==> config.mk <==
export PLATFORM = sky130hd
export DESIGN_NAME = utf16_to_json_utf8_string_core
export DESIGN_NICKNAME = d
export VERILOG_FILES = /design/src/utjs_pkg.sv /design/src/utf16_to_json_utf8_string_core.sv /design/src/utjs_run_gen.sv
export VERILOG_INCLUDE_DIRS = /design/src /design/src/src
export SDC_FILE = /design/constraint.sdc
export NUM_CORES = 1
export LEC_CHECK = 0
export BUFFER_PORTS_ARGS = -buffer_cell sky130_fd_sc_hd__buf_2
export CAP_MARGIN = 0
export CORE_MARGIN = 1.5
export CORE_UTILIZATION = 35
export DETAILED_ROUTE_END_ITERATION = 12
export SYNTH_ARGS = -nofsm -noshare
export SYNTH_HDL_FRONTEND = slang
export SYNTH_SLANG_ARGS = --single-unit
export TNS_END_PERCENT = 50
==> constraint.sdc <==
create_clock -name i_clk -period 15.5 [get_ports i_clk]
set_input_delay 0 -clock i_clk [delete_from_list [all_inputs] [get_ports i_clk]]
set_output_delay 0 -clock i_clk [all_outputs]
set_load 0.05 [all_outputs]
==> src/assert_macros.svh <==
// assertion macros shared by the transcoder rtl
`ifndef ASSERT_MACROS_SVH
`define ASSERT_MACROS_SVH

// property must hold at every rising clock edge outside reset
`define UTJS_ASSERT(lbl, clk, rst_n, prop, msg) \
    lbl: assert property (@(posedge clk) disable iff (!rst_n) prop) else $error(msg);

// condition must never be seen at a rising clock edge outside reset
`define UTJS_NEVER(lbl, clk, rst_n, cond, msg) \
    `UTJS_ASSERT(lbl, clk, rst_n, !(cond), msg)

`endif

==> src/utjs_pkg.sv <==
// shared types and constants of the utf-16 to json utf-8 transcoder
`timescale 1ns / 1ps

package utjs_pkg;

    // longest byte run one code unit can cause
    localparam int MAX_RUN = 9;
    localparam int CNT_W   = $clog2(MAX_RUN + 1);

    // string and surrogate tracking state
    typedef struct packed {
        logic       in_str;
        logic       pending;
        logic [9:0] high_bits;
    } t_str_state;

    // byte run for one code unit, byte 0 goes out first
    typedef struct packed {
        logic [MAX_RUN-1:0][7:0] bytes;
        logic [CNT_W-1:0]        len;
        logic                    closes;
    } t_run;

endpackage

==> src/utf16_to_json_utf8_string_core.sv <==
// top level: utf-16 code units in, quoted json string bytes in utf-8 out
//
//  channel | direction | payload                                   | handshake
//  --------+-----------+-------------------------------------------+-------------------
//  unit    | in        | i_code_unit                               | i_valid / o_stall
//  byte    | out       | o_out_byte o_last_of_run o_closes_string  | o_valid / i_stall
//
// a unit is registered, encoded combinationally into a run of 0 to 9 bytes,
// and the run is loaded into a shift buffer that hands out one byte a cycle
// while i_stall is low; a unit that makes one byte then sustains one unit a cycle;
// a run of n bytes holds the buffer, and so the input, until its last byte is taken.
// reset (synchronous, active low) closes any open string and drops held items.
// output stall freezes the byte buffer; once the unit register is also full
// o_stall rises in the same cycle.
`timescale 1ns / 1ps
`include "assert_macros.svh"

module utf16_to_json_utf8_string_core
    import utjs_pkg::*;
(
    input  logic        i_clk,
    input  logic        i_rst_n,
    input  logic [15:0] i_code_unit,
    input  logic        i_valid,
    output logic        o_stall,
    output logic [7:0]  o_out_byte,
    output logic        o_last_of_run,
    output logic        o_closes_string,
    output logic        o_valid,
    input  logic        i_stall
);

    logic                    r_in_valid, n_in_valid;
    logic [15:0]             r_unit, n_unit;
    t_str_state              r_state, n_state;
    logic                    r_run_valid, n_run_valid;
    logic [MAX_RUN-1:0][7:0] r_bytes, n_bytes;
    logic [CNT_W-1:0]        r_cnt, n_cnt;
    logic                    r_close, n_close;

    t_run       gen_run;
    t_str_state gen_state;
    logic       in_acc;
    logic       out_acc;
    logic       run_free;
    logic       advance;

    utjs_run_gen u_run_gen (
        .i_code_unit (r_unit),
        .i_state     (r_state),
        .o_run       (gen_run),
        .o_state     (gen_state)
    );

    // handshake control
    assign out_acc  = r_run_valid && !i_stall;
    assign run_free = !r_run_valid || (out_acc && (r_cnt == CNT_W'(1)));
    assign advance  = r_in_valid && run_free;
    assign o_stall  = r_in_valid && !run_free;
    assign in_acc   = i_valid && !o_stall;

    // unit register and string state
    always_comb begin
        n_in_valid = r_in_valid;
        n_unit     = r_unit;
        n_state    = r_state;
        if (advance) begin
            n_in_valid = 1'b0;
            n_state    = gen_state;
        end
        if (in_acc) begin
            n_in_valid = 1'b1;
            n_unit     = i_code_unit;
        end
    end

    // byte buffer: load a fresh run or shift one byte out
    always_comb begin
        n_run_valid = r_run_valid;
        n_bytes     = r_bytes;
        n_cnt       = r_cnt;
        n_close     = r_close;
        if (out_acc) begin
            for (int k = 0; k < MAX_RUN - 1; k++) n_bytes[k] = r_bytes[k+1];
            n_bytes[MAX_RUN-1] = 8'd0;
            n_cnt = r_cnt - CNT_W'(1);
            if (r_cnt == CNT_W'(1)) begin
                n_run_valid = 1'b0;
            end
        end
        if (advance && (gen_run.len != '0)) begin
            n_run_valid = 1'b1;
            n_bytes     = gen_run.bytes;
            n_cnt       = gen_run.len;
            n_close     = gen_run.closes;
        end
    end

    always_ff @(posedge i_clk) begin
        if (!i_rst_n) begin
            r_in_valid  <= 1'b0;
            r_state     <= '0;
            r_run_valid <= 1'b0;
            r_cnt       <= '0;
        end else begin
            r_in_valid  <= n_in_valid;
            r_state     <= n_state;
            r_run_valid <= n_run_valid;
            r_cnt       <= n_cnt;
        end
        r_unit  <= n_unit;
        r_bytes <= n_bytes;
        r_close <= n_close;
    end

    // output item
    assign o_valid         = r_run_valid;
    assign o_out_byte      = r_bytes[0];
    assign o_last_of_run   = (r_cnt == CNT_W'(1));
    assign o_closes_string = r_close && (r_cnt == CNT_W'(1));

    // checks
    `UTJS_NEVER(a_cnt_range, i_clk, i_rst_n, r_run_valid && ((r_cnt == '0) || (r_cnt > CNT_W'(MAX_RUN))), "byte count out of range")
    `UTJS_ASSERT(a_unit_held, i_clk, i_rst_n, (r_in_valid && o_stall) |=> (r_in_valid && $stable(r_unit)), "stalled unit register changed")
    `UTJS_ASSERT(a_run_drain, i_clk, i_rst_n, (out_acc && (r_cnt > CNT_W'(1))) |=> (r_run_valid && (r_cnt == $past(r_cnt) - CNT_W'(1))), "run lost bytes while draining")
    `UTJS_ASSERT(a_close_last, i_clk, i_rst_n, (o_valid && o_closes_string) |-> (o_last_of_run && (o_out_byte == 8'h22)), "closing quote misplaced")

endmodule

==> src/utjs_run_gen.sv <==
// combinational encoder: one code unit to its run of json utf-8 bytes
`timescale 1ns / 1ps

module utjs_run_gen
    import utjs_pkg::*;
(
    input  logic [15:0] i_code_unit,
    input  t_str_state  i_state,
    output t_run        o_run,
    output t_str_state  o_state
);

    localparam logic [7:0] QUOTE  = 8'h22;
    localparam logic [7:0] BSLASH = 8'h5C;
    localparam logic [7:0] REPL0  = 8'hEF;
    localparam logic [7:0] REPL1  = 8'hBF;
    localparam logic [7:0] REPL2  = 8'hBD;

    // leading segment codes: nothing, opening quote, replacement char
    localparam logic [1:0] PRE_NONE  = 2'd0;
    localparam logic [1:0] PRE_QUOTE = 2'd1;
    localparam logic [1:0] PRE_REPL  = 2'd3;

    function automatic logic [7:0] hex_digit(input logic [3:0] nib);
        logic [7:0] d;
        d = (nib < 4'd10) ? (8'h30 + {4'd0, nib}) : (8'h57 + {4'd0, nib});
        return d;
    endfunction

    logic              is_zero;
    logic              is_high;
    logic              is_low;
    logic              pend;
    logic [1:0]        pre;
    logic [5:0][7:0]   main;
    logic [2:0]        main_len;
    logic              closes;
    logic [20:0]       cp;
    logic [6:0]        c;

    assign is_zero = (i_code_unit == 16'd0);
    assign is_high = (i_code_unit[15:10] == 6'b110110);
    assign is_low  = (i_code_unit[15:10] == 6'b110111);
    assign pend    = i_state.in_str & i_state.pending;
    assign cp      = 21'h10000 + {1'b0, i_state.high_bits, i_code_unit[9:0]};
    assign c       = i_code_unit[6:0];

    // leading segment: opening quote, or a held high surrogate left unpaired
    always_comb begin
        if (!i_state.in_str) begin
            pre = PRE_QUOTE;
        end else if (pend && !is_low) begin
            pre = PRE_REPL;
        end else begin
            pre = PRE_NONE;
        end
    end

    // main segment for the unit itself
    always_comb begin
        main     = '0;
        main_len = 3'd0;
        closes   = 1'b0;
        priority if (is_zero) begin
            main[0]  = QUOTE;
            main_len = 3'd1;
            closes   = 1'b1;
        end else if (is_high) begin
            main_len = 3'd0;
        end else if (is_low) begin
            if (pend) begin
                main[0]  = {5'b11110, cp[20:18]};
                main[1]  = {2'b10, cp[17:12]};
                main[2]  = {2'b10, cp[11:6]};
                main[3]  = {2'b10, cp[5:0]};
                main_len = 3'd4;
            end else begin
                main[0]  = REPL0;
                main[1]  = REPL1;
                main[2]  = REPL2;
                main_len = 3'd3;
            end
        end else if (i_code_unit[15:7] == 9'd0) begin
            // ascii with json escapes
            unique case (c)
                7'h22: begin
                    main[0] = BSLASH; main[1] = QUOTE;  main_len = 3'd2;
                end
                7'h5C: begin
                    main[0] = BSLASH; main[1] = BSLASH; main_len = 3'd2;
                end
                7'h0A: begin
                    main[0] = BSLASH; main[1] = 8'h6E;  main_len = 3'd2;
                end
                7'h0D: begin
                    main[0] = BSLASH; main[1] = 8'h72;  main_len = 3'd2;
                end
                7'h09: begin
                    main[0] = BSLASH; main[1] = 8'h74;  main_len = 3'd2;
                end
                7'h08: begin
                    main[0] = BSLASH; main[1] = 8'h62;  main_len = 3'd2;
                end
                7'h0C: begin
                    main[0] = BSLASH; main[1] = 8'h66;  main_len = 3'd2;
                end
                default: begin
                    if (c < 7'h20) begin
                        main[0]  = BSLASH;
                        main[1]  = 8'h75;
                        main[2]  = 8'h30;
                        main[3]  = 8'h30;
                        main[4]  = hex_digit({3'd0, c[4]});
                        main[5]  = hex_digit(c[3:0]);
                        main_len = 3'd6;
                    end else begin
                        main[0]  = {1'b0, c};
                        main_len = 3'd1;
                    end
                end
            endcase
        end else if (i_code_unit[15:11] == 5'd0) begin
            main[0]  = {3'b110, i_code_unit[10:6]};
            main[1]  = {2'b10, i_code_unit[5:0]};
            main_len = 3'd2;
        end else begin
            main[0]  = {4'b1110, i_code_unit[15:12]};
            main[1]  = {2'b10, i_code_unit[11:6]};
            main[2]  = {2'b10, i_code_unit[5:0]};
            main_len = 3'd3;
        end
    end

    // join leading and main segments
    always_comb begin
        o_run.bytes = '0;
        unique case (pre)
            PRE_NONE: begin
                for (int k = 0; k < 6; k++) o_run.bytes[k] = main[k];
            end
            PRE_QUOTE: begin
                o_run.bytes[0] = QUOTE;
                for (int k = 0; k < 6; k++) o_run.bytes[k+1] = main[k];
            end
            PRE_REPL: begin
                o_run.bytes[0] = REPL0;
                o_run.bytes[1] = REPL1;
                o_run.bytes[2] = REPL2;
                for (int k = 0; k < 6; k++) o_run.bytes[k+3] = main[k];
            end
            default: begin
                o_run.bytes = '0;
            end
        endcase
        o_run.len    = CNT_W'(pre) + CNT_W'(main_len);
        o_run.closes = closes;
    end

    // state after this unit
    always_comb begin
        o_state.in_str    = !is_zero;
        o_state.pending   = is_high;
        o_state.high_bits = is_high ? i_code_unit[9:0] : 10'd0;
    end

endmodule
==> impl_summary.log <==
[metrics] placement-stage cell area: approximately 6500 um2
[metrics] standby leakage power: 2.43 nW
[metrics] post-synthesis simple-gate area fraction: between 10% and 20%
[metrics] Worst Path Max Fanout: 32
[metrics] Vert. Die Dim: about 140 um
[metrics] crit-path leading delay family: simple AND/OR/NAND/NOR gates
[metrics] vias per cell: just over 6
[metrics] root buf cell: sky130_fd_sc_hd__clkbuf_16
[metrics] Post-Synthesis Cells: roughly 590
[metrics] net count after synthesis: 618
[metrics] total of fill cells in the finished design: between 1.5k and 2k
[metrics] unrepaired setup endpoints after global routing: false
[metrics] floorplan row count: between 40 and 50
[metrics] netlist area before placement: about 6300 um2
[metrics] top-area cell type share of the netlist area: around two fifths
[metrics] final count of pins violating max slew: 0
[metrics] run status: complete, no violations
[metrics] H-tree Lvls: 3
[metrics] boundary pin count: 32
[metrics] portion of the post-synthesis area used by sequential elements: between 40% and 50%
[metrics] number of violations of the max-capacitance limit: 0
[metrics] cell area power density: about 100 nW/um2
[metrics] clock slew at reported path FFs: 0.08 ns
[metrics] I/O Buffers: 31
[metrics] post-synthesis cell type with the largest combined area: sky130_fd_sc_hd__edfxtp_1
[metrics] crit path capture type: flip-flop
[metrics] total non-filler cell area in the finished layout: between 7000 and 8000 um2
[metrics] maximum single-stage delay on the critical path: slightly above 0.6 ns
[metrics] placed wire-length estimate: between 10 and 15 mm
[metrics] Post-Synth Adder-Cell Area: 2.11%
[metrics] Final Cycle Share: 38.1%
[metrics] DRC: 0
[metrics] largest family of logic cells by synthesized area: compound AO/OA/AOI/OAI gates
[metrics] largest net degree at the start of global routing: 44
[metrics] number of detailed-route iterations in the first pass: 5
[metrics] Max VDD drop: between 0.05 and 0.06 mV
[metrics] Area Growth Syn to Fin: 12.1%
[metrics] Crit Path Class: reg2reg
[metrics] dominant synthesized flop cell: sky130_fd_sc_hd__edfxtp_1
[metrics] Final nets: roughly 640
[metrics] share of the synthesized netlist area taken by xor and xnor gates: less than 1%
[metrics] register bit count reported by yosys: around 110
[metrics] Starting Density: a little over a third
[metrics] number of diodes added for antenna fixing: 0
[metrics] maximum number of buffers from clock root to sink: 2
[metrics] clock network latency to the later pin of the worst-skew pair: around 0.36 ns
[metrics] number of antenna violations at the first check in global routing: 0
[metrics] Worst Max-Slew Pin Slew: between 1 and 1.5 ns
[metrics] final estimated routing congestion in global placement: between 1 and 1.5
[metrics] main area contributors after synthesis: sky130_fd_sc_hd__edfxtp_1 42%, sky130_fd_sc_hd__mux2_4 7.2%, sky130_fd_sc_hd__dfxtp_1 5.7%
[metrics] timing-limited maximum frequency: approximately 170 MHz
[metrics] fraction of layout instances using a drive strength above 1: 18.1%
[metrics] arrival time at the worst endpoint: about 6 ns
[metrics] number of standard cells in the layout, taps in and fillers out: around 840
[metrics] post-synthesis mux area share: between 10 and 15%
[metrics] Post-Route Skew: between 0.007 and 0.008 ns
[metrics] shortest period the worst path allows: approximately 5.9 ns
[metrics] cell type of the slowest stage on the worst timing path: sky130_fd_sc_hd__inv_2
[metrics] count of flip-flops with a built-in enable after synthesis: 87
[metrics] Setup Total Neg Slack: 0 ns
[metrics] violation count after the first detailed-route iteration: 579
[metrics] count of instances resized after the clock tree is built: 0
[metrics] headroom to the max-slew limit: a little over a fifth
[metrics] DRT antenna net count: 0
[metrics] CTS tree: yes
[metrics] final hold vios: 0
[metrics] global-route wire length before repair: roughly 28 mm
[metrics] core outline area: between 15,000 and 20,000 um2
[metrics] final worst hold slack: 0.0439 ns
[metrics] final core utilization: approximately two fifths
[metrics] via count of the first global-routing pass: a little under 5k
[metrics] Buffers & Inverters on Critical Path: 4
[metrics] average routed wire per standard cell: ~22 um
[metrics] number of setup violations in the final report: 0
[metrics] data required time at the worst endpoint: between 15 and 20 ns
[metrics] number of cells after detailed placement: about 810
[metrics] Die W: roughly 140 um
[metrics] number of sinks handled by clock tree synthesis: 105
[metrics] Die Area: 18,800 um2
[metrics] type of element launching the critical path: flip-flop
[metrics] combined global-route utilization of all metal layers: approximately a fifth
[metrics] synthesis warning total: 0
[metrics] fraction of the mapped netlist area in compound gates: about 17%
[metrics] worst hold-check path type: in2reg
[metrics] crit-path cells: inv_1 > ha_1 > or4b_1 > a21oi_1 > nand2b_1 > o21ai_0 > a31o_2 > ha_1 > inv_1 > fa_1 > nand2b_1 > or3_1 > or4_1 > nand3_4 > inv_2 > buf_4 > mux2_2
[metrics] Distinct cells, synth: 76
[metrics] routed vias: 5,085
[metrics] post-synthesis average cell area: 10.7 um2
[metrics] wirelength, routed: about 18 mm
[metrics] CTS Buf Count: 9
[metrics] Congestion Overflow GR: 0
[metrics] async set-or-reset flop fraction in the synthesized netlist: 0%
synthesized netlist by cell type (3+ instances only):
library cell / count
sky130_fd_sc_hd__and3_1: 4
sky130_fd_sc_hd__o31ai_1: 15
sky130_fd_sc_hd__edfxtp_1: 87
sky130_fd_sc_hd__mux2_1: 15
sky130_fd_sc_hd__nor2_1: 36
sky130_fd_sc_hd__and2_1: 10
sky130_fd_sc_hd__o2111ai_1: 7
sky130_fd_sc_hd__mux2_4: 30
sky130_fd_sc_hd__a31oi_1: 11
sky130_fd_sc_hd__buf_6: 6
sky130_fd_sc_hd__o22ai_1: 7
sky130_fd_sc_hd__mux2_2: 3
sky130_fd_sc_hd__nor4_1: 14
sky130_fd_sc_hd__o211ai_1: 7
sky130_fd_sc_hd__nand4_1: 4
sky130_fd_sc_hd__mux2i_1: 5
sky130_fd_sc_hd__dfxtp_1: 18
sky130_fd_sc_hd__a21oi_1: 38
sky130_fd_sc_hd__clkbuf_1: 33
sky130_fd_sc_hd__o21ai_0: 32
sky130_fd_sc_hd__a31o_2: 3
sky130_fd_sc_hd__nor3_1: 22
sky130_fd_sc_hd__a22oi_1: 6
sky130_fd_sc_hd__nand2b_1: 9
sky130_fd_sc_hd__ha_1: 9
sky130_fd_sc_hd__xnor2_1: 5
sky130_fd_sc_hd__or3_1: 4
sky130_fd_sc_hd__nand3_1: 24
sky130_fd_sc_hd__inv_1: 17
sky130_fd_sc_hd__or4_1: 3
sky130_fd_sc_hd__nand2_1: 29
sky130_fd_sc_hd__buf_4: 8
sky130_fd_sc_hd__nor2b_1: 6
sky130_fd_sc_hd__buf_2: 5
sky130_fd_sc_hd__a221o_1: 3
path summary, 6_finish.rpt:
path	slack (ns)	cells after the start	to	from
worst max-delay path	9.60	17	r_bytes[14]	r_unit[0]
worst max register to register	9.60	17	r_bytes[14]	r_unit[0]
worst min register to register	0.47	2	r_state[4]	r_state[4]
worst min-delay path	0.04	3	o_valid	i_stall
state kept, by name, summed over array words and instances, names as in the netlist:
name        cells
o_out_byte      8
o_valid         1
r_bytes        62
r_close         1
r_cnt           4
r_in_valid      1
r_state        12
r_unit         16
cell families after synthesis:
logic type	Yosys count
simple gates	180
other cells	1
buf+inv	72
mux	53
xor+xnor	5
flops	105
compound gates	162
fa+ha+maj	10
metal layers:
| metal | global-route usage, % | wire length [um] | vias up |
|---|---|---|---|
| met3 | 4.44 | 1410 | 54 |
| li1 | - | - | 2303 |
| met5 | 0 | 0 | - |
| met1 | 27.5 | 7950 | 2471 |
| met2 | 30.5 | 8230 | 257 |
| met4 | 9.71 | 772 | 0 |
layout by cell type, fill, tap and decap left out, types with 3 or more instances in the layout:
master / Yosys / routed
sky130_fd_sc_hd__a22oi_1: 6 / 6
sky130_fd_sc_hd__and3_1: 4 / 4
sky130_fd_sc_hd__mux2i_1: 5 / 5
sky130_fd_sc_hd__edfxtp_1: 87 / 87
sky130_fd_sc_hd__a31o_2: 3 / 3
sky130_fd_sc_hd__clkbuf_16: 0 / 9
sky130_fd_sc_hd__nor2_1: 36 / 36
sky130_fd_sc_hd__o21ai_0: 32 / 32
sky130_fd_sc_hd__dfxtp_1: 18 / 18
sky130_fd_sc_hd__buf_2: 5 / 31
sky130_fd_sc_hd__ha_1: 9 / 9
sky130_fd_sc_hd__mux2_4: 30 / 30
sky130_fd_sc_hd__inv_1: 17 / 17
sky130_fd_sc_hd__buf_4: 8 / 13
sky130_fd_sc_hd__a221o_1: 3 / 3
sky130_fd_sc_hd__a21oi_1: 38 / 38
sky130_fd_sc_hd__and2_1: 10 / 10
sky130_fd_sc_hd__or3_1: 4 / 4
sky130_fd_sc_hd__a31oi_1: 11 / 11
sky130_fd_sc_hd__o211ai_1: 7 / 7
sky130_fd_sc_hd__o22ai_1: 7 / 7
sky130_fd_sc_hd__o31ai_1: 15 / 14
sky130_fd_sc_hd__xnor2_1: 5 / 5
sky130_fd_sc_hd__nand2_1: 29 / 28
sky130_fd_sc_hd__nand4_1: 4 / 4
sky130_fd_sc_hd__nand3_1: 24 / 24
sky130_fd_sc_hd__nor3_1: 22 / 22
sky130_fd_sc_hd__nor4_1: 14 / 14
sky130_fd_sc_hd__dlygate4sd3_1: 0 / 18
sky130_fd_sc_hd__or4_1: 3 / 3
sky130_fd_sc_hd__nor2b_1: 6 / 6
sky130_fd_sc_hd__o2111ai_1: 7 / 7
sky130_fd_sc_hd__mux2_1: 15 / 15
sky130_fd_sc_hd__mux2_2: 3 / 3
sky130_fd_sc_hd__nand2b_1: 9 / 9
where the power goes:
part | leakage [nW] | internal [mW] | switching, mW
Sequential | 0.979 | 0.336 | 0.0148
Clock | 0.156 | 0.132 | 0.111
Combinational | 1.29 | 0.0460 | 0.0718
area by class of cell:
cell class	instances	area [um2]	share of cell area [%]
repair buffers	62	433	6.15
clock buffers	10	239	3.40
well taps	225	282	4.00
flip-flops and latches	105	2970	42.2
inverters	20	75.1	1.07
multi-input cells	411	2960	42.1
clock inverters	6	75.1	1.07
tightest hold or removal path, stage by stage:
cell	delay, ns
sky130_fd_sc_hd__buf_2	0.10
sky130_fd_sc_hd__o41ai_1	0.13
sky130_fd_sc_hd__a21oi_1	0.13
metrics by stage:
step                worst slack [ns]  power (mW)
floorplan                       9.41       0.442
global placement                9.77       0.468
detailed placement              9.66       0.470
CTS                             9.64       0.717
global route                    9.26       0.737
finish                          9.60       0.712
repair_timing:
| item | 4_1_cts | 5_1_grt |
|---|---|---|
| hold buffers | 18 | 0 |
| setup buffers | 0 | 0 |
| endpoints found under the hold margin | 19 | 0 |
Note: power is estimated with default switching activity, not from simulation.
